**config.mk**
```make
export PLATFORM = sky130hd
export DESIGN_NAME = lru_page_replacement_flat
export DESIGN_NICKNAME = d
export VERILOG_FILES = /design/src/sv/lrupr_pkg.sv /design/src/sv/lrupr_if.sv /design/src/sv/lrupr_cell.sv /design/src/sv/lru_page_replacement.sv /design/src/flat_wrapper.sv
export SDC_FILE = /design/constraint.sdc
export NUM_CORES = 1
export LEC_CHECK = 0
export BUFFER_PORTS_ARGS = -buffer_cell sky130_fd_sc_hd__buf_2
export CORE_UTILIZATION = 65
export CTS_BUF_LIST = sky130_fd_sc_hd__clkbuf_16
export DETAILED_ROUTE_END_ITERATION = 8
export PLACE_DENSITY_LB_ADDON = 0.3
export SYNTH_ARGS = -nofsm -noshare
export SYNTH_HDL_FRONTEND = slang
export SYNTH_SLANG_ARGS = --single-unit
```
**constraint.sdc**
```tcl
create_clock -name clk -period 13.2 [get_ports clk]
set_clock_uncertainty 0.1 [all_clocks]
set_input_delay 0.66 -clock clk [delete_from_list [all_inputs] [get_ports clk]]
set_output_delay 0.66 -clock clk [all_outputs]
set_load 0.01 [all_outputs]
```
**src/sv/lrupr_pkg.sv**
```systemverilog
// Shared types, widths and codes for the LRU page replacement list.
package lrupr_pkg;

	localparam int ENTRIES    = 16;
	localparam int PAGE_BITS  = 10;
	localparam int VADDR_BITS = 39;
	localparam int CNT_W      = $clog2(ENTRIES + 1);

	typedef logic [PAGE_BITS-1:0]  page_t;
	typedef logic [VADDR_BITS-1:0] vaddr_t;
	typedef logic [CNT_W-1:0]      cnt_t;
	typedef logic [1:0]            status_t;

	localparam status_t ST_DONE  = 2'd0;
	localparam status_t ST_FULL  = 2'd1;
	localparam status_t ST_EMPTY = 2'd2;

	localparam logic REQ_TOUCH = 1'b0;
	localparam logic REQ_EVICT = 1'b1;

	// Command broadcast to every cell of the list in the cycle of a transfer.
	typedef struct packed {
		logic   touch;
		logic   evict;
		page_t  page;
		vaddr_t vaddr;
	} cell_cmd_t;

	// Per-cell position decode produced by the list controller.
	typedef struct packed {
		logic occ;
		logic last;
		logic load;
	} cell_ctl_t;

endpackage

```
**src/sv/lrupr_if.sv**
```systemverilog
// Request and response channel interfaces of the LRU page replacement list.
interface lrupr_req_if;
	logic                 valid;
	logic                 ready;
	logic                 req_type;
	lrupr_pkg::page_t     page_id;
	lrupr_pkg::vaddr_t    vaddr;

	modport source (output valid, output req_type, output page_id, output vaddr, input ready);
	modport sink   (input valid, input req_type, input page_id, input vaddr, output ready);
endinterface

interface lrupr_rsp_if;
	logic                 valid;
	logic                 ready;
	lrupr_pkg::status_t   status;
	logic                 victim_valid;
	lrupr_pkg::page_t     victim_page;
	lrupr_pkg::vaddr_t    victim_vaddr;

	modport source (output valid, output status, output victim_valid, output victim_page,
		output victim_vaddr, input ready);
	modport sink   (input valid, input status, input victim_valid, input victim_page,
		input victim_vaddr, output ready);
endinterface

```
**src/sv/lrupr_cell.sv**
```systemverilog
// One slot of the recency list: holds a page and its address, shifts from its younger neighbor.
module lrupr_cell (
	input  logic                 clk,
	input  lrupr_pkg::cell_cmd_t cmd,
	input  lrupr_pkg::cell_ctl_t ctl,
	input  lrupr_pkg::page_t     next_page,
	input  lrupr_pkg::vaddr_t    next_vaddr,
	input  logic                 seen_in,
	output logic                 seen_out,
	output lrupr_pkg::page_t     page,
	output lrupr_pkg::vaddr_t    vaddr
);

	lrupr_pkg::page_t  page_q;
	lrupr_pkg::vaddr_t vaddr_q;
	logic              match;
	logic              shift;

	assign match    = ctl.occ && (page_q == cmd.page);
	assign seen_out = seen_in | match;

	// Every occupied slot at or after the removed one, but the last, pulls in its younger neighbor.
	assign shift = ctl.occ && !ctl.last && (cmd.evict || (cmd.touch && seen_out));

	always_ff @(posedge clk) begin
		if (ctl.load) begin
			page_q  <= cmd.page;
			vaddr_q <= cmd.vaddr;
		end else if (shift) begin
			page_q  <= next_page;
			vaddr_q <= next_vaddr;
		end
	end

	assign page  = page_q;
	assign vaddr = vaddr_q;

endmodule

```
**src/sv/lru_page_replacement.sv**
```systemverilog
// Top level of the LRU page replacement list: cell chain, fill count and response register.
// The response to a request is registered and shown in the cycle after its transfer.
// Throughput: one request per cycle while responses are taken; the list updates in the
// same cycle through the cell chain's match and shift, so requests never wait on each other.
// Reset clears the fill count and the response valid; slot contents are not cleared and
// only slots below the fill count are ever read.
module lru_page_replacement (
	input  logic       clk,
	input  logic       arst_n,
	lrupr_req_if.sink  req,
	lrupr_rsp_if.source rsp
);

	localparam int N = lrupr_pkg::ENTRIES;

	lrupr_pkg::cnt_t      fill_q;
	lrupr_pkg::cnt_t      fill_next;
	lrupr_pkg::cell_cmd_t cmd;
	lrupr_pkg::cell_ctl_t ctl [N];
	lrupr_pkg::page_t     cell_page [N];
	lrupr_pkg::vaddr_t    cell_vaddr [N];
	logic [N:0]           seen;
	logic                 accept;
	logic                 found;
	logic                 full;
	logic                 empty;

	logic                 rsp_valid_q;
	lrupr_pkg::status_t   status_q;
	logic                 victim_valid_q;
	lrupr_pkg::page_t     victim_page_q;
	lrupr_pkg::vaddr_t    victim_vaddr_q;

	assign req.ready = !rsp_valid_q || rsp.ready;
	assign accept    = req.valid && req.ready;

	assign cmd.touch = accept && (req.req_type == lrupr_pkg::REQ_TOUCH);
	assign cmd.evict = accept && (req.req_type == lrupr_pkg::REQ_EVICT);
	assign cmd.page  = req.page_id;
	assign cmd.vaddr = req.vaddr;

	assign full  = (fill_q == lrupr_pkg::cnt_t'(N));
	assign empty = (fill_q == '0);

	assign seen[0] = 1'b0;
	assign found   = seen[N];

	for (genvar k = 0; k < N; k++) begin : g_cell
		logic             tail;
		lrupr_pkg::page_t  nb_page;
		lrupr_pkg::vaddr_t nb_vaddr;

		assign ctl[k].occ  = (fill_q > lrupr_pkg::cnt_t'(k));
		assign ctl[k].last = (fill_q == lrupr_pkg::cnt_t'(k + 1));
		assign tail        = (fill_q == lrupr_pkg::cnt_t'(k));
		// A listed page is rewritten at the young end; a new page goes to the first free slot.
		assign ctl[k].load = cmd.touch && ((found && ctl[k].last) || (!found && tail));

		if (k < N - 1) begin : g_mid
			assign nb_page  = cell_page[k+1];
			assign nb_vaddr = cell_vaddr[k+1];
		end else begin : g_end
			assign nb_page  = cell_page[k];
			assign nb_vaddr = cell_vaddr[k];
		end

		lrupr_cell u_cell (
			.clk       (clk),
			.cmd       (cmd),
			.ctl       (ctl[k]),
			.next_page (nb_page),
			.next_vaddr(nb_vaddr),
			.seen_in   (seen[k]),
			.seen_out  (seen[k+1]),
			.page      (cell_page[k]),
			.vaddr     (cell_vaddr[k])
		);
	end

	always_comb begin
		fill_next = fill_q;
		if (cmd.touch && !found && !full) begin
			fill_next = fill_q + lrupr_pkg::cnt_t'(1);
		end else if (cmd.evict && !empty) begin
			fill_next = fill_q - lrupr_pkg::cnt_t'(1);
		end
	end

	always_ff @(posedge clk or negedge arst_n) begin
		if (!arst_n) begin
			fill_q      <= '0;
			rsp_valid_q <= 1'b0;
		end else begin
			fill_q <= fill_next;
			if (accept) begin
				rsp_valid_q <= 1'b1;
			end else if (rsp.ready) begin
				rsp_valid_q <= 1'b0;
			end
		end
	end

	always_ff @(posedge clk) begin
		if (accept) begin
			status_q       <= lrupr_pkg::ST_DONE;
			victim_valid_q <= 1'b0;
			victim_page_q  <= '0;
			victim_vaddr_q <= '0;
			if (cmd.touch && !found && full) begin
				status_q <= lrupr_pkg::ST_FULL;
			end
			if (cmd.evict) begin
				if (empty) begin
					status_q <= lrupr_pkg::ST_EMPTY;
				end else begin
					victim_valid_q <= 1'b1;
					victim_page_q  <= cell_page[0];
					victim_vaddr_q <= cell_vaddr[0];
				end
			end
		end
	end

	assign rsp.valid        = rsp_valid_q;
	assign rsp.status       = status_q;
	assign rsp.victim_valid = victim_valid_q;
	assign rsp.victim_page  = victim_page_q;
	assign rsp.victim_vaddr = victim_vaddr_q;

endmodule

```
**src/flat_wrapper.sv**
```systemverilog
// flat-port wrapper written by rule: the top's interface ports become plain ports
module lru_page_replacement_flat 
  (clk, arst_n, req_valid, req_req_type, req_page_id, req_vaddr, req_ready, rsp_valid, rsp_status, rsp_victim_valid, rsp_victim_page, rsp_victim_vaddr, rsp_ready);
  lrupr_req_if req_i ();
  lrupr_rsp_if rsp_i ();
  input  logic clk;
  input  logic arst_n;
  input wire logic [$bits(req_i.valid)-1:0] req_valid;
  input wire logic [$bits(req_i.req_type)-1:0] req_req_type;
  input wire logic [$bits(req_i.page_id)-1:0] req_page_id;
  input wire logic [$bits(req_i.vaddr)-1:0] req_vaddr;
  output wire logic [$bits(req_i.ready)-1:0] req_ready;
  output wire logic [$bits(rsp_i.valid)-1:0] rsp_valid;
  output wire logic [$bits(rsp_i.status)-1:0] rsp_status;
  output wire logic [$bits(rsp_i.victim_valid)-1:0] rsp_victim_valid;
  output wire logic [$bits(rsp_i.victim_page)-1:0] rsp_victim_page;
  output wire logic [$bits(rsp_i.victim_vaddr)-1:0] rsp_victim_vaddr;
  input wire logic [$bits(rsp_i.ready)-1:0] rsp_ready;
  assign req_i.valid = req_valid;
  assign req_i.req_type = req_req_type;
  assign req_i.page_id = req_page_id;
  assign req_i.vaddr = req_vaddr;
  assign req_ready = req_i.ready;
  assign rsp_valid = rsp_i.valid;
  assign rsp_status = rsp_i.status;
  assign rsp_victim_valid = rsp_i.victim_valid;
  assign rsp_victim_page = rsp_i.victim_page;
  assign rsp_victim_vaddr = rsp_i.victim_vaddr;
  assign rsp_i.ready = rsp_ready;
  lru_page_replacement u_core (.clk(clk), .arst_n(arst_n), .req(req_i), .rsp(rsp_i));
endmodule
```
==> load_flow_metrics.sql, run 1 <==
INSERT INTO impl_metrics (metric_group, metric, value, unit) VALUES
('critical_path', 'timing_worst_setup_path_type', 'flip-flop to flip-flop', ''),
('route', 'detail-route-antenna-nets', '0', ''),
('clock_tree', 'cts.repair.resized', '0', ''),
('place', 'place.port_buffers', '107', ''),
('sta', 'post_layout_min_period', '6.15', 'ns'),
('cells_and_area', 'drive_above_1_share', '0.146', ''),
('synthesis', 'sequential_area_share_after_synthesis', '0.678', ''),
('floorplan', 'die-height', '241', 'µm'),
('synthesis', 'dominantRegCellSynth', 'sky130_fd_sc_hd__edfxtp_1', ''),
('floorplan', 'floorplan.core_area', '56500', 'µm²'),
('floorplan', 'die_width', '241', 'µm'),
('route', 'via_count', '24300', ''),
('sta', 'maxClockFrequency', '0.163', 'GHz'),
('synthesis', 'mappedNetlistArea', '37300', 'µm²'),
('cells_and_area', 'n_antenna_cell', '0', ''),
('critical_path', 'most_frequent_cell_on_the_critical_path', 'sky130_fd_sc_hd__buf_4', ''),
('synthesis', 'synth_enable_flop_cells', '836', ''),
('global_routing', 'grt_pass1_wl', '156', 'mm'),
('critical_path', 'critical_path_buf_inv_count', '2', ''),
('place', 'detailedPlacementHpwl', '58.4', 'mm'),
('sta', 'setup-violations-final', '0', ''),
('route', 'first_drt_iteration_drcs', '3103', ''),
('clock_tree', 'cts_made_buffers', '83', ''),
('clock_tree', 'clock_latency', '0.65', 'ns'),
('sta', 'slew_headroom', '0.150', ''),
('synthesis', 'post-synth-top-area-fraction', '0.674', ''),
('synthesis', 'synthDominantAreaCellType', 'sky130_fd_sc_hd__edfxtp_1', ''),
('run_status', 'status', 'complete, no violations', ''),
('clock_tree', 'htree_num_levels', '3', ''),
('sta', 'final-max-slew-violation-count', '0', ''),
('floorplan', 'io_pins', '108', ''),
('critical_path', 'worstPathArrival', '6.40', 'ns'),
('synthesis', 'synth.yosys.warnings', '0', ''),
('floorplan', 'die_area', '58300', 'µm²'),
('power', 'powerDensity', '176', 'nW/µm²'),
('sta', 'slew_worst_pin', '1.27', 'ns'),
('cells_and_area', 'p_r_area_growth_vs_syn', '10.1', '%'),
('hold_path', 'holdCritPathClass', 'input port to flip-flop', ''),
('critical_path', 'critical_path_required', '13.45', 'ns'),
('critical_path', 'cp_slowest_cell', 'sky130_fd_sc_hd__buf_4', ''),
('cells_and_area', 'design.final.nets', '2577', ''),
('route', 'number_of_drc_violations_after_detailed_routing', '0', ''),
('synthesis', 'async_reset_ff_frac', '0.00713', ''),
('sta', 'min_period_over_period', '0.466', ''),
('synthesis', 'synth.net_count', '2555', ''),
('synthesis', 'synth.area.top_cells', 'sky130_fd_sc_hd__edfxtp_1 67%, sky130_fd_sc_hd__o2bb2ai_1 15%, sky130_fd_sc_hd__nand2_1 2.7%, sky130_fd_sc_hd__xnor2_1 2.1%, sky130_fd_sc_hd__xor2_1 1.8%', ''),
('critical_path', 'critPathCaptureType', 'flip-flop', ''),
('clock_tree', 'ctsRootBufferMaster', 'sky130_fd_sc_hd__clkbuf_16', ''),
('run', 'timing.max_cap.violations', '0', ''),
('power', 'p_leak', '12.9', 'nW'),
('cells_and_area', 'final_common_cell', 'sky130_fd_sc_hd__edfxtp_1', ''),
('route', 'drt_pre_antenna_iters', '6', ''),
('clock_tree', 'post_cts_buffers', '0', ''),
('floorplan', 'initial_core_util', '0.660', ''),
('critical_path', 'critPathTopFamily', 'compound AO/OA/AOI/OAI gates', ''),
('synthesis', 'synth.lib_cells_used.distinct', '68', ''),
('global_routing', 'initial_antenna_violation_count', '1', ''),
('synthesis', 'synth-seq-cells', '842', ''),
('place', 'finalWeightedCongestion', '0.976', ''),
('clock_tree', 'clk_transition_reported_paths', '0.06', 'ns'),
('synthesis', 'syn_area_cell', '14.9', 'µm²'),
('clock_tree', 'tritoncts_clock_tree', 'yes', ''),
('critical_path', 'crit_chain', 'nor2_1, a2111oi_0, a311o_1, nor4_4, a21oi_1, a21oi_4, buf_4, buf_4, o2bb2ai_1', ''),
('route', 'vias_per_cell', '7.27', ''),
('global_routing', 'gr-usage-all-layers', '0.370', ''),
('floorplan', 'rows', '87', ''),
('power', 'vdd_drop_max', '0.144', 'mV'),
('critical_path', 'crit_fanout', '74', ''),
('power', 'post-layout-total-power', '7.21', 'mW'),
('global_routing', 'largest_net_degree_at_the_start_of_global_routing', '90', ''),
('critical_path', 'slowest_delay', '0.93', 'ns');
==> final cells by class <==
cell class	count	area, µm²	area share
Inverter	6	22.5	0.000549
Multi-Input combinational cell	1426	11300	0.275
Clock buffer	83	2080	0.0506
Clock inverter	67	537	0.0131
Timing Repair Buffer	159	928	0.0226
Sequential cell	842	25300	0.615
Tap cell	756	946	0.0230
==> worst reg2reg max path, stage by stage (launching register included) <==
cell                        delay [ns]
sky130_fd_sc_hd__dfrtp_1          0.61
sky130_fd_sc_hd__nor2_1           0.86
sky130_fd_sc_hd__a2111oi_0        0.37
sky130_fd_sc_hd__a311o_1          0.50
sky130_fd_sc_hd__nor4_4           0.62
sky130_fd_sc_hd__a21oi_1          0.26
sky130_fd_sc_hd__a21oi_4          0.66
sky130_fd_sc_hd__buf_4            0.95
sky130_fd_sc_hd__buf_4            0.74
sky130_fd_sc_hd__o2bb2ai_1        0.19
==> synthesized netlist by cell type, types with 7 or more instances <==
cell                        number
sky130_fd_sc_hd__nand3_1        10
sky130_fd_sc_hd__o21ai_1         7
sky130_fd_sc_hd__nor2_1         25
sky130_fd_sc_hd__buf_2         118
sky130_fd_sc_hd__a21oi_1        15
sky130_fd_sc_hd__nor3_1         11
sky130_fd_sc_hd__and2_1         50
sky130_fd_sc_hd__nand4_1        21
sky130_fd_sc_hd__nor4_1         20
sky130_fd_sc_hd__xor2_1         75
sky130_fd_sc_hd__buf_4          33
sky130_fd_sc_hd__mux2_1         51
sky130_fd_sc_hd__edfxtp_1      836
sky130_fd_sc_hd__nand2_1       272
sky130_fd_sc_hd__clkbuf_1       62
sky130_fd_sc_hd__o2bb2ai_1     637
sky130_fd_sc_hd__mux2_2         49
sky130_fd_sc_hd__xnor2_1        89
sky130_fd_sc_hd__o21ai_0         7
==> worst paths after layout <==
kind	start	endpoint	slack [ns]	cells past startpoint
worst max-delay path	u_core.fill_q[3]	u_core.g_cell[10].u_cell.vaddr[18]	7.05	9
worst min-delay path	req_valid	u_core.rsp.valid	0.14	2
worst max register to register	u_core.fill_q[3]	u_core.g_cell[10].u_cell.vaddr[18]	7.05	9
worst min register to register	u_core.g_cell[0].u_cell.vaddr[27]	u_core.rsp.victim_vaddr[27]	0.42	1
max in group asynchronous	arst_n	u_core.rsp.valid	12.47	2
min in group asynchronous	arst_n	u_core.fill_q[4]	0.32	2
==> registers in the layout, indices dropped and copies added (netlist names) <==
name,cells
u_core.rsp.status,2
u_core.g_cell.u_cell.page,160
u_core.rsp.valid,1
u_core.rsp.victim_valid,1
u_core.rsp.victim_vaddr,39
u_core.fill_q,5
u_core.g_cell.u_cell.vaddr,624
u_core.rsp.victim_page,10
==> timing repair <==
action / in CTS / in global routing
endpoints found under the hold margin: 6 / 0
setup endpoints to repair: 0 / 0
hold buffers: 1 / 0
==> cells by family (layout without fill, tap and decap cells) <==
family,after synthesis,count (layout),share of synthesized area
DFF,842,842,0.678
AOI/OAI and AO/OA,707,707,0.164
and+or+nand+nor,444,444,0.0555
buffers and inverters,228,315,0.0309
xor gates and xnor gates,164,164,0.0386
muxes,106,106,0.0321
adders and majority gates,5,5,0.00168
==> where the power goes <==
| part | total, mW | switching (mW) | internal, mW |
|---|---|---|---|
| clock network | 2.32 | 1.02 | 1.30 |
| logic | 1.37 | 1.00 | 0.368 |
| registers | 3.52 | 0.149 | 3.37 |
==> through the flow <==
| stage | util | setup WS [ns] | instance area, µm² | std cells | hold WS (ns) |
|---|---|---|---|---|---|
| CTS | 0.726 | 7.19 | 41000 | 3339 | 0.123 |
| finish | 0.726 | 7.05 | 41000 | 3339 | 0.144 |
| detailed placement | 0.680 | 7.17 | 38400 | 3188 | 0.405 |
| global placement | 0.680 | 7.33 | 38400 | 3188 | 0.401 |
| floorplan | - | 6.60 | 37300 | 2496 | 0.264 |
| global route | 0.726 | 6.81 | 41000 | 3339 | 0.142 |
==> routing by layer <==
layer	vias to the layer above	global-route usage	part of all wire
li1	10000	-	-
met1	12000	0.506	0.37
met2	1934	0.580	0.47
met3	318	0.0760	0.12
met4	2	0.167	0.045
met5	-	0	0.00013
Note: power is estimated with default switching activity, not from simulation.
==> run 2, diff against run 1 <==
--- a/config.mk
+++ b/config.mk
@@ -6,7 +6,7 @@
 export NUM_CORES = 1
 export LEC_CHECK = 0
 export BUFFER_PORTS_ARGS = -buffer_cell sky130_fd_sc_hd__buf_2
-export CORE_UTILIZATION = 65
+export CORE_UTILIZATION = 56
 export CTS_BUF_LIST = sky130_fd_sc_hd__clkbuf_16
 export DETAILED_ROUTE_END_ITERATION = 8
 export PLACE_DENSITY_LB_ADDON = 0.3
==> constraint.sdc (replaced) <==
create_clock -name clk -period 5 [get_ports clk]
set_clock_uncertainty 0.1 [all_clocks]
set_input_delay 0.25 -clock clk [delete_from_list [all_inputs] [get_ports clk]]
set_output_delay 0.25 -clock clk [all_outputs]
set_load 0.01 [all_outputs]
==> load_flow_metrics.sql, run 2 (synthesis results as in run 1) <==
INSERT INTO impl_metrics (metric_group, metric, value, unit) VALUES
('run_status', 'status', 'complete, no violations', ''),
('cells_and_area', 'layout.cells.most_common_list', '836 x sky130_fd_sc_hd__edfxtp_1, 637 x sky130_fd_sc_hd__o2bb2ai_1, 270 x sky130_fd_sc_hd__nand2_1', ''),
('route', 'maxUsedRoutingLayer', 'met5', ''),
('clock_tree', 'ctsRootBufferMaster', 'sky130_fd_sc_hd__clkbuf_16', ''),
('floorplan', 'die_area', '67600', 'µm²'),
('sta', 'unrepaired_setup_endpoints_after_global_routing', 'false', ''),
('critical_path', 'slowest_delay', '0.64', 'ns'),
('sta', 'setup-violations-final', '0', ''),
('sta', 'setup_tns', '0', 'ns'),
('clock_tree', 'htree_num_levels', '3', ''),
('power', 'vdd_drop_max', '0.282', 'mV'),
('floorplan', 'floorplan.core_area', '65700', 'µm²'),
('clock_tree', 'clk_transition_reported_paths', '0.06', 'ns'),
('cells_and_area', 'p_r_area_growth_vs_syn', '14.2', '%'),
('power', 'p_leak', '13.4', 'nW'),
('route', 'vias_per_cell', '6.75', ''),
('route', 'route.met2.wl', '48.0', 'mm'),
('clock_tree', 'cts.path.max_buffers', '3', ''),
('cells_and_area', 'design.final.nets', '2670', ''),
('route', 'detail-route-antenna-nets', '0', ''),
('critical_path', 'regToRegStartpoint', 'u_core.fill_q[0]', ''),
('floorplan', 'die_width', '260', 'µm'),
('critical_path', 'worstPathArrival', '4.97', 'ns'),
('run', 'timing.max_cap.violations', '0', ''),
('clock_tree', 'cts_num_sinks', '842', ''),
('route', 'drt_met1_wl', '41.2', 'mm'),
('cells_and_area', 'largest_reg_flops', '624', ''),
('critical_path', 'ff2ff_setup_slack', '0.31', 'ns'),
('sta', 'slew_headroom', '0.0944', ''),
('global_routing', 'gr-usage-all-layers', '0.309', ''),
('sta', 'slew_worst_pin', '1.36', 'ns'),
('cells_and_area', 'final_common_cell', 'sky130_fd_sc_hd__edfxtp_1', ''),
('cells_and_area', 'final_core_util', '0.647', ''),
('sta', 'hold_slack', '0.0378', 'ns'),
('hold_path', 'hold_path_startpoint', 'req_page_id[6]', ''),
('global_routing', 'grt_pass1_wl', '154', 'mm'),
('sta', 'finalHoldViolCount', '0', ''),
('critical_path', 'crit_chain', 'inv_1, ha_1, or4b_1, nand4_1, nor3_1, a31o_2, nor4_4, a21oi_2, nor2_4, buf_4, o2bb2ai_1', ''),
('route', 'postRouteWirelength', '103', 'mm'),
('floorplan', 'die-height', '260', 'µm'),
('critical_path', 'cp-start-kind', 'flip-flop', ''),
('clock_tree', 'clock_latency', '0.65', 'ns'),
('place', 'detailedPlacementHpwl', '60.8', 'mm'),
('sta', 'maxClockFrequency', '0.213', 'GHz'),
('global_routing', 'largest_net_degree_at_the_start_of_global_routing', '84', ''),
('critical_path', 'critPathCaptureType', 'flip-flop', ''),
('hold_path', 'holdCritPathClass', 'input port to flip-flop', ''),
('sta', 'final-max-slew-violation-count', '0', ''),
('route', 'via_count', '23900', ''),
('power', 'powerDensity', '462', 'nW/µm²'),
('cells_and_area', 'nFillCells', '4606', ''),
('critical_path', 'critical_path_required', '5.28', 'ns'),
('global_routing', 'number_of_global_route_vias_before_repair', '23900', ''),
('clock_tree', 'cts_made_buffers', '85', ''),
('place', 'finalWeightedCongestion', '0.961', ''),
('critical_path', 'worstRegToRegCells', '11', ''),
('floorplan', 'io_pins', '108', ''),
('route', 'number_of_drc_violations_after_detailed_routing', '0', ''),
('critical_path', 'cp_slowest_cell', 'sky130_fd_sc_hd__nor2_4', ''),
('sta', 'post_layout_min_period', '4.69', 'ns'),
('critical_path', 'rr_endpoint', 'u_core.g_cell[13].u_cell.vaddr[1]', ''),
('floorplan', 'initial_core_util', '0.567', ''),
('clock_tree', 'tritoncts_clock_tree', 'yes', ''),
('floorplan', 'rows', '94', ''),
('cells_and_area', 'drive_above_1_share', '0.163', ''),
('global_routing', 'initial_antenna_violation_count', '5', ''),
('route', 'drt_pre_antenna_iters', '5', ''),
('route', 'wl_met3', '10.6', 'mm'),
('hold_path', 'hold_path_depth', '1', ''),
('hold_path', 'holdPathEnd', 'u_core.g_cell[15].u_cell.page[6]', ''),
('critical_path', 'crit_path_start', 'u_core.fill_q[0]', ''),
('critical_path', 'timing_worst_setup_path_type', 'flip-flop to flip-flop', ''),
('critical_path', 'crit_fanout', '44', ''),
('route', 'first_drt_iteration_drcs', '2958', ''),
('route', 'post_drt_wl_per_cell', '28.9', 'µm'),
('sta', 'min_period_over_period', '0.938', ''),
('place', 'place.port_buffers', '107', ''),
('global_routing', 'gr_ovfl_total', '0', '');
-- run 2: cell count changes in the layout (fill, tap and decap cells not counted), sizes merged --
| cell | previous run | this run |
|---|---|---|
| buf | 158 | 206 |
| dlygate4sd3 | 1 | 44 |
| inv | 28 | 17 |
| clkinv | 37 | 45 |
| bufinv | 8 | 12 |
| clkinvlp | 0 | 4 |
| clkbuf | 83 | 86 |
| diode | 0 | 2 |
-- run 2: cell type report --
type	count	area (µm²)	share of cell area
timing repair buffer	250	2040	0.0481
antenna	2	5.00	0.000118
clock inverter	72	702	0.0165
inverter	6	22.5	0.000529
multi-input combinational	1426	11300	0.265
tap	864	1080	0.0254
sequential	842	25300	0.594
clock buffer	86	2150	0.0506
-- run 2: per-stage QoR --
stage	worst slack [ns]	total power, mW	instances	instance area, µm²
after floorplan	0.0209	11.6	2496	37300
after global placement	0.459	13.0	3344	39200
after detailed placement	0.396	13.1	3344	39200
after CTS	0.337	19.6	3546	42500
after global routing	0.143	20.2	3547	42500
final	0.312	19.6	3548	42500
-- run 2: report_power, final --
group / leakage (nW) / internal [mW] / switching (mW)
sequential: 7.76 / 8.88 / 0.364
combinational: 4.25 / 1.19 / 2.65
clock: 1.43 / 3.77 / 2.78
total: 13.4 / 13.8 / 5.79
-- run 2: critical path, delay by kind of cell (launching register included) --
family	cells	cell delay, ns
fa+ha+maj	1	0.35
compound gates	3	0.68
buf+inv	2	0.84
simple gates	5	1.92
flops	1	0.51
-- run 2: worst max path at each step --
| stage | depth (start not counted) | end |
|---|---|---|
| after floorplan | 9 | u_core.g_cell[0].u_cell.page[0] |
| after global placement | 11 | u_core.g_cell[12].u_cell.vaddr[5] |
| after detailed placement | 11 | u_core.g_cell[5].u_cell.vaddr[0] |
| after CTS | 11 | u_core.g_cell[12].u_cell.page[7] |
| after global routing | 11 | u_core.g_cell[12].u_cell.vaddr[4] |
| final | 11 | u_core.g_cell[13].u_cell.vaddr[1] |
-- run 2: timing repair --
action | 4_1_cts | 5_1_grt
setup buffers | 0 | 0
hold buffers | 44 | 0
resized for setup | 0 | 0
hold endpoints to repair | 329 | 0
-- run 2: routing by layer --
metal	GRT usage	up-vias
met5	0	-
met4	0.106	4
met3	0.0664	186
met2	0.480	1447
met1	0.433	12100
li1	-	10200
==> run 3, diff against run 2 <==
--- a/config.mk
+++ b/config.mk
@@ -5,8 +5,9 @@
 export SDC_FILE = /design/constraint.sdc
 export NUM_CORES = 1
 export LEC_CHECK = 0
+export ABC_AREA = 1
 export BUFFER_PORTS_ARGS = -buffer_cell sky130_fd_sc_hd__buf_2
-export CORE_UTILIZATION = 56
+export CORE_UTILIZATION = 57
 export CTS_BUF_LIST = sky130_fd_sc_hd__clkbuf_16
 export DETAILED_ROUTE_END_ITERATION = 8
 export PLACE_DENSITY_LB_ADDON = 0.3
==> load_flow_metrics.sql, run 3 <==
INSERT INTO impl_metrics (metric_group, metric, value, unit) VALUES
('route', 'post_drt_wl_per_cell', '15.7', 'µm'),
('cells_and_area', 'nFillCells', '5305', ''),
('clock_tree', 'clock_latency', '0.63', 'ns'),
('synthesis', 'synth-xor-area-share', '0.0239', ''),
('synthesis', 'synth.mux.area_fraction', '0', ''),
('route', 'first_drt_iteration_drcs', '2359', ''),
('route', 'number_of_drc_violations_after_detailed_routing', '0', ''),
('critical_path', 'critPathCaptureType', 'flip-flop', ''),
('critical_path', 'timing.critical_path.depth', '18', ''),
('clock_tree', 'post_cts_buffers', '0', ''),
('route', 'drt_met1_wl', '35.9', 'mm'),
('synthesis', 'synthDominantAreaCellType', 'sky130_fd_sc_hd__edfxtp_1', ''),
('global_routing', 'gr-usage-all-layers', '0.227', ''),
('cells_and_area', 'combined_flip_flop_and_latch_cell_area', '25300', 'µm²'),
('route', 'drt_pre_antenna_iters', '5', ''),
('synthesis', 'synthesized_instance_count', '4051', ''),
('synthesis', 'async_reset_ff_frac', '0.00713', ''),
('floorplan', 'rows', '96', ''),
('synthesis', 'synth_enable_flop_cells', '836', ''),
('cells_and_area', 'p_r_area_growth_vs_syn', '10.6', '%'),
('synthesis', 'synthAdderAreaFrac', '0.00158', ''),
('cells_and_area', 'final_common_cell', 'sky130_fd_sc_hd__nand2_1', ''),
('sta', 'post_layout_min_period', '4.31', 'ns'),
('critical_path', 'crit_chain', 'inv_1, ha_1, inv_1, nor2_1, inv_1, nor2_1, nor2_1, nand4_1, nand2_1, nor2_1, nand3_1, nor3_4, nand2_1, nand2_1, nand2_1, buf_4, nand2_2, buf_4', ''),
('synthesis', 'synth.area.top_cells', 'sky130_fd_sc_hd__edfxtp_1 63%, sky130_fd_sc_hd__nand2_1 16%, sky130_fd_sc_hd__nand3_1 9.2%, sky130_fd_sc_hd__buf_2 1.5%, sky130_fd_sc_hd__xor2_1 1.4%', ''),
('sta', 'final-max-slew-violation-count', '0', ''),
('synthesis', 'synth.lib_cells_used.distinct', '43', ''),
('floorplan', 'initial_core_util', '0.577', ''),
('route', 'postRouteWirelength', '79.2', 'mm'),
('route', 'detail-route-antenna-nets', '0', ''),
('place', 'detailed_place.area', '40500', 'µm²'),
('power', 'vdd_drop_max', '0.328', 'mV'),
('synthesis', 'synth_simple_gate_area_frac', '0.282', ''),
('floorplan', 'die-height', '265', 'µm'),
('power', 'powerDensity', '421', 'nW/µm²'),
('sta', 'unrepaired_setup_endpoints_after_global_routing', 'false', ''),
('synthesis', 'syn_area_cell', '9.76', 'µm²'),
('synthesis', 'largest_family_of_logic_cells_by_synthesized_area', 'simple AND/OR/NAND/NOR gates', ''),
('cells_and_area', 'largest_reg_flops', '624', ''),
('critical_path', 'cp-start-kind', 'flip-flop', ''),
('cells_and_area', 'multi_input_comb_area', '12500', 'µm²'),
('critical_path', 'cp_slowest_cell', 'sky130_fd_sc_hd__nor3_4', ''),
('clock_tree', 'cts.path.max_buffers', '3', ''),
('sta', 'setup-violations-final', '0', ''),
('floorplan', 'die_width', '265', 'µm'),
('clock_tree', 'clk_transition_reported_paths', '0.06', 'ns'),
('synthesis', 'synth-compound-area-share', '0.00639', ''),
('clock_tree', 'tritoncts_clock_tree', 'yes', ''),
('synthesis', 'synth-seq-cells', '842', ''),
('hold_path', 'hold_path_depth', '1', ''),
('cells_and_area', 'design.final.nets', '4107', ''),
('place', 'finalWeightedCongestion', '0.995', ''),
('hold_path', 'holdCritPathClass', 'input port to flip-flop', ''),
('critical_path', 'critical_path_buf_inv_count', '5', ''),
('global_routing', 'largest_net_degree_at_the_start_of_global_routing', '220', ''),
('critical_path', 'critical_path_required', '5.17', 'ns'),
('run_status', 'status', 'complete, no violations', ''),
('route', 'wl_met3', '5.82', 'mm'),
('synthesis', 'synth.yosys.warnings', '0', ''),
('sta', 'maxClockFrequency', '0.232', 'GHz'),
('route', 'via_count', '27200', ''),
('place', 'detailedPlacementHpwl', '53.5', 'mm'),
('critical_path', 'slowest_delay', '0.55', 'ns'),
('place', 'place.port_buffers', '107', ''),
('synthesis', 'post-synth-top-area-fraction', '0.635', ''),
('clock_tree', 'cts_num_sinks', '842', ''),
('cells_and_area', 'finalInstanceArea', '43700', 'µm²'),
('cells_and_area', 'layout.cells.most_common_list', '1644 x sky130_fd_sc_hd__nand2_1, 836 x sky130_fd_sc_hd__edfxtp_1, 725 x sky130_fd_sc_hd__nand3_1', ''),
('route', 'route.met2.wl', '35.6', 'mm'),
('run', 'timing.max_cap.violations', '0', ''),
('route', 'vias_per_cell', '5.38', ''),
('global_routing', 'initial_antenna_violation_count', '0', ''),
('sta', 'min_period_over_period', '0.862', ''),
('global_routing', 'gr_ovfl_total', '0', ''),
('global_routing', 'number_of_global_route_vias_before_repair', '24900', ''),
('clock_tree', 'cts.repair.resized', '0', ''),
('synthesis', 'mappedNetlistArea', '39500', 'µm²'),
('cells_and_area', 'n_antenna_cell', '0', ''),
('floorplan', 'floorplan.core_area', '68600', 'µm²'),
('sta', 'slew_headroom', '0.290', ''),
('clock_tree', 'hold_buffers', '48', ''),
('global_routing', 'grt_pass1_wl', '130', 'mm'),
('synthesis', 'most_common_cell_in_the_netlist', 'sky130_fd_sc_hd__nand2_1', ''),
('clock_tree', 'htree_num_levels', '3', ''),
('clock_tree', 'ctsRootBufferMaster', 'sky130_fd_sc_hd__clkbuf_16', ''),
('power', 'p_leak', '18.3', 'nW'),
('critical_path', 'critPathTopFamily', 'simple AND/OR/NAND/NOR gates', ''),
('synthesis', 'dominantRegCellSynth', 'sky130_fd_sc_hd__edfxtp_1', ''),
('route', 'maxUsedRoutingLayer', 'met4', ''),
('synthesis', 'synth_top_cells_by_count', '1654 x sky130_fd_sc_hd__nand2_1, 836 x sky130_fd_sc_hd__edfxtp_1, 726 x sky130_fd_sc_hd__nand3_1', ''),
('critical_path', 'crit_fanout', '50', ''),
('synthesis', 'sequential_area_share_after_synthesis', '0.639', ''),
('floorplan', 'io_pins', '108', ''),
('sta', 'finalHoldViolCount', '0', ''),
('clock_tree', 'cts_made_buffers', '87', ''),
('cells_and_area', 'drive_above_1_share', '0.0879', ''),
('critical_path', 'timing_worst_setup_path_type', 'flip-flop to flip-flop', ''),
('sta', 'slew_worst_pin', '1.07', 'ns'),
('sta', 'setup_tns', '0', 'ns'),
('synthesis', 'synth.net_count', '4110', ''),
('critical_path', 'worstPathArrival', '4.48', 'ns'),
('floorplan', 'die_area', '70400', 'µm²'),
('critical_path', 'worstRegToRegCells', '18', ''),
('cells_and_area', 'final_core_util', '0.638', '');
==> run 3: per-stage QoR <==
stage,hold slack [ns],power (mW),setup slack (ns),std cells
2_1_floorplan,-0.146,11.5,0.0113,4051
3_3_place_gp,-0.00951,12.2,0.913,4842
3_5_place_dp,-0.00397,12.3,0.824,4842
4_1_cts,0.0221,18.5,0.800,5049
5_1_grt,0.0484,19.2,0.424,5049
6_report,0.0644,18.4,0.689,5049
==> run 3: metal layers <==
metal,vias to the layer above,GRT usage
met1,12500,0.326
li1,13700,-
met3,136,0.0436
met5,-,0
met4,0,0.0684
met2,913,0.353
==> run 3: layout make-up <==
type	instances	share of cell area
timing repair buffer	229	0.0376
tap	931	0.0266
inverter	98	0.00841
sequential	842	0.577
multi-input combinational	2790	0.287
clock inverter	70	0.0126
clock buffer	89	0.0509
==> run 3: kinds of logic (layout without fill, tap and decap cells) <==
kind of cell | after synthesis | count (layout)
buffers and inverters | 419 | 486
flip-flops | 842 | 842
adder cells (fa/ha/maj) | 5 | 5
XOR/XNOR | 108 | 108
AO/OA/AOI/OAI | 40 | 40
AND/OR/NAND/NOR | 2637 | 2637
==> run 3: worst paths after layout <==
check	from	slack, ns	end
worst max-delay path	u_core.fill_q[1]	0.69	u_core.g_cell[12].u_cell.vaddr[21]
min in group asynchronous	arst_n	0.46	u_core.fill_q[4]
worst min-delay path	req_page_id[8]	0.06	u_core.g_cell[15].u_cell.page[8]
worst max register to register	u_core.fill_q[1]	0.69	u_core.g_cell[12].u_cell.vaddr[21]
worst min register to register	u_core.g_cell[3].u_cell.vaddr[33]	0.40	u_core.g_cell[2].u_cell.vaddr[33]
max in group asynchronous	arst_n	4.09	u_core.rsp.valid
==> run 3: where the power goes <==
| part | total [mW] | internal [mW] | switching, mW |
|---|---|---|---|
| clock network | 6.24 | 3.60 | 2.64 |
| logic | 2.80 | 0.764 | 2.03 |
| registers | 9.36 | 9.04 | 0.323 |
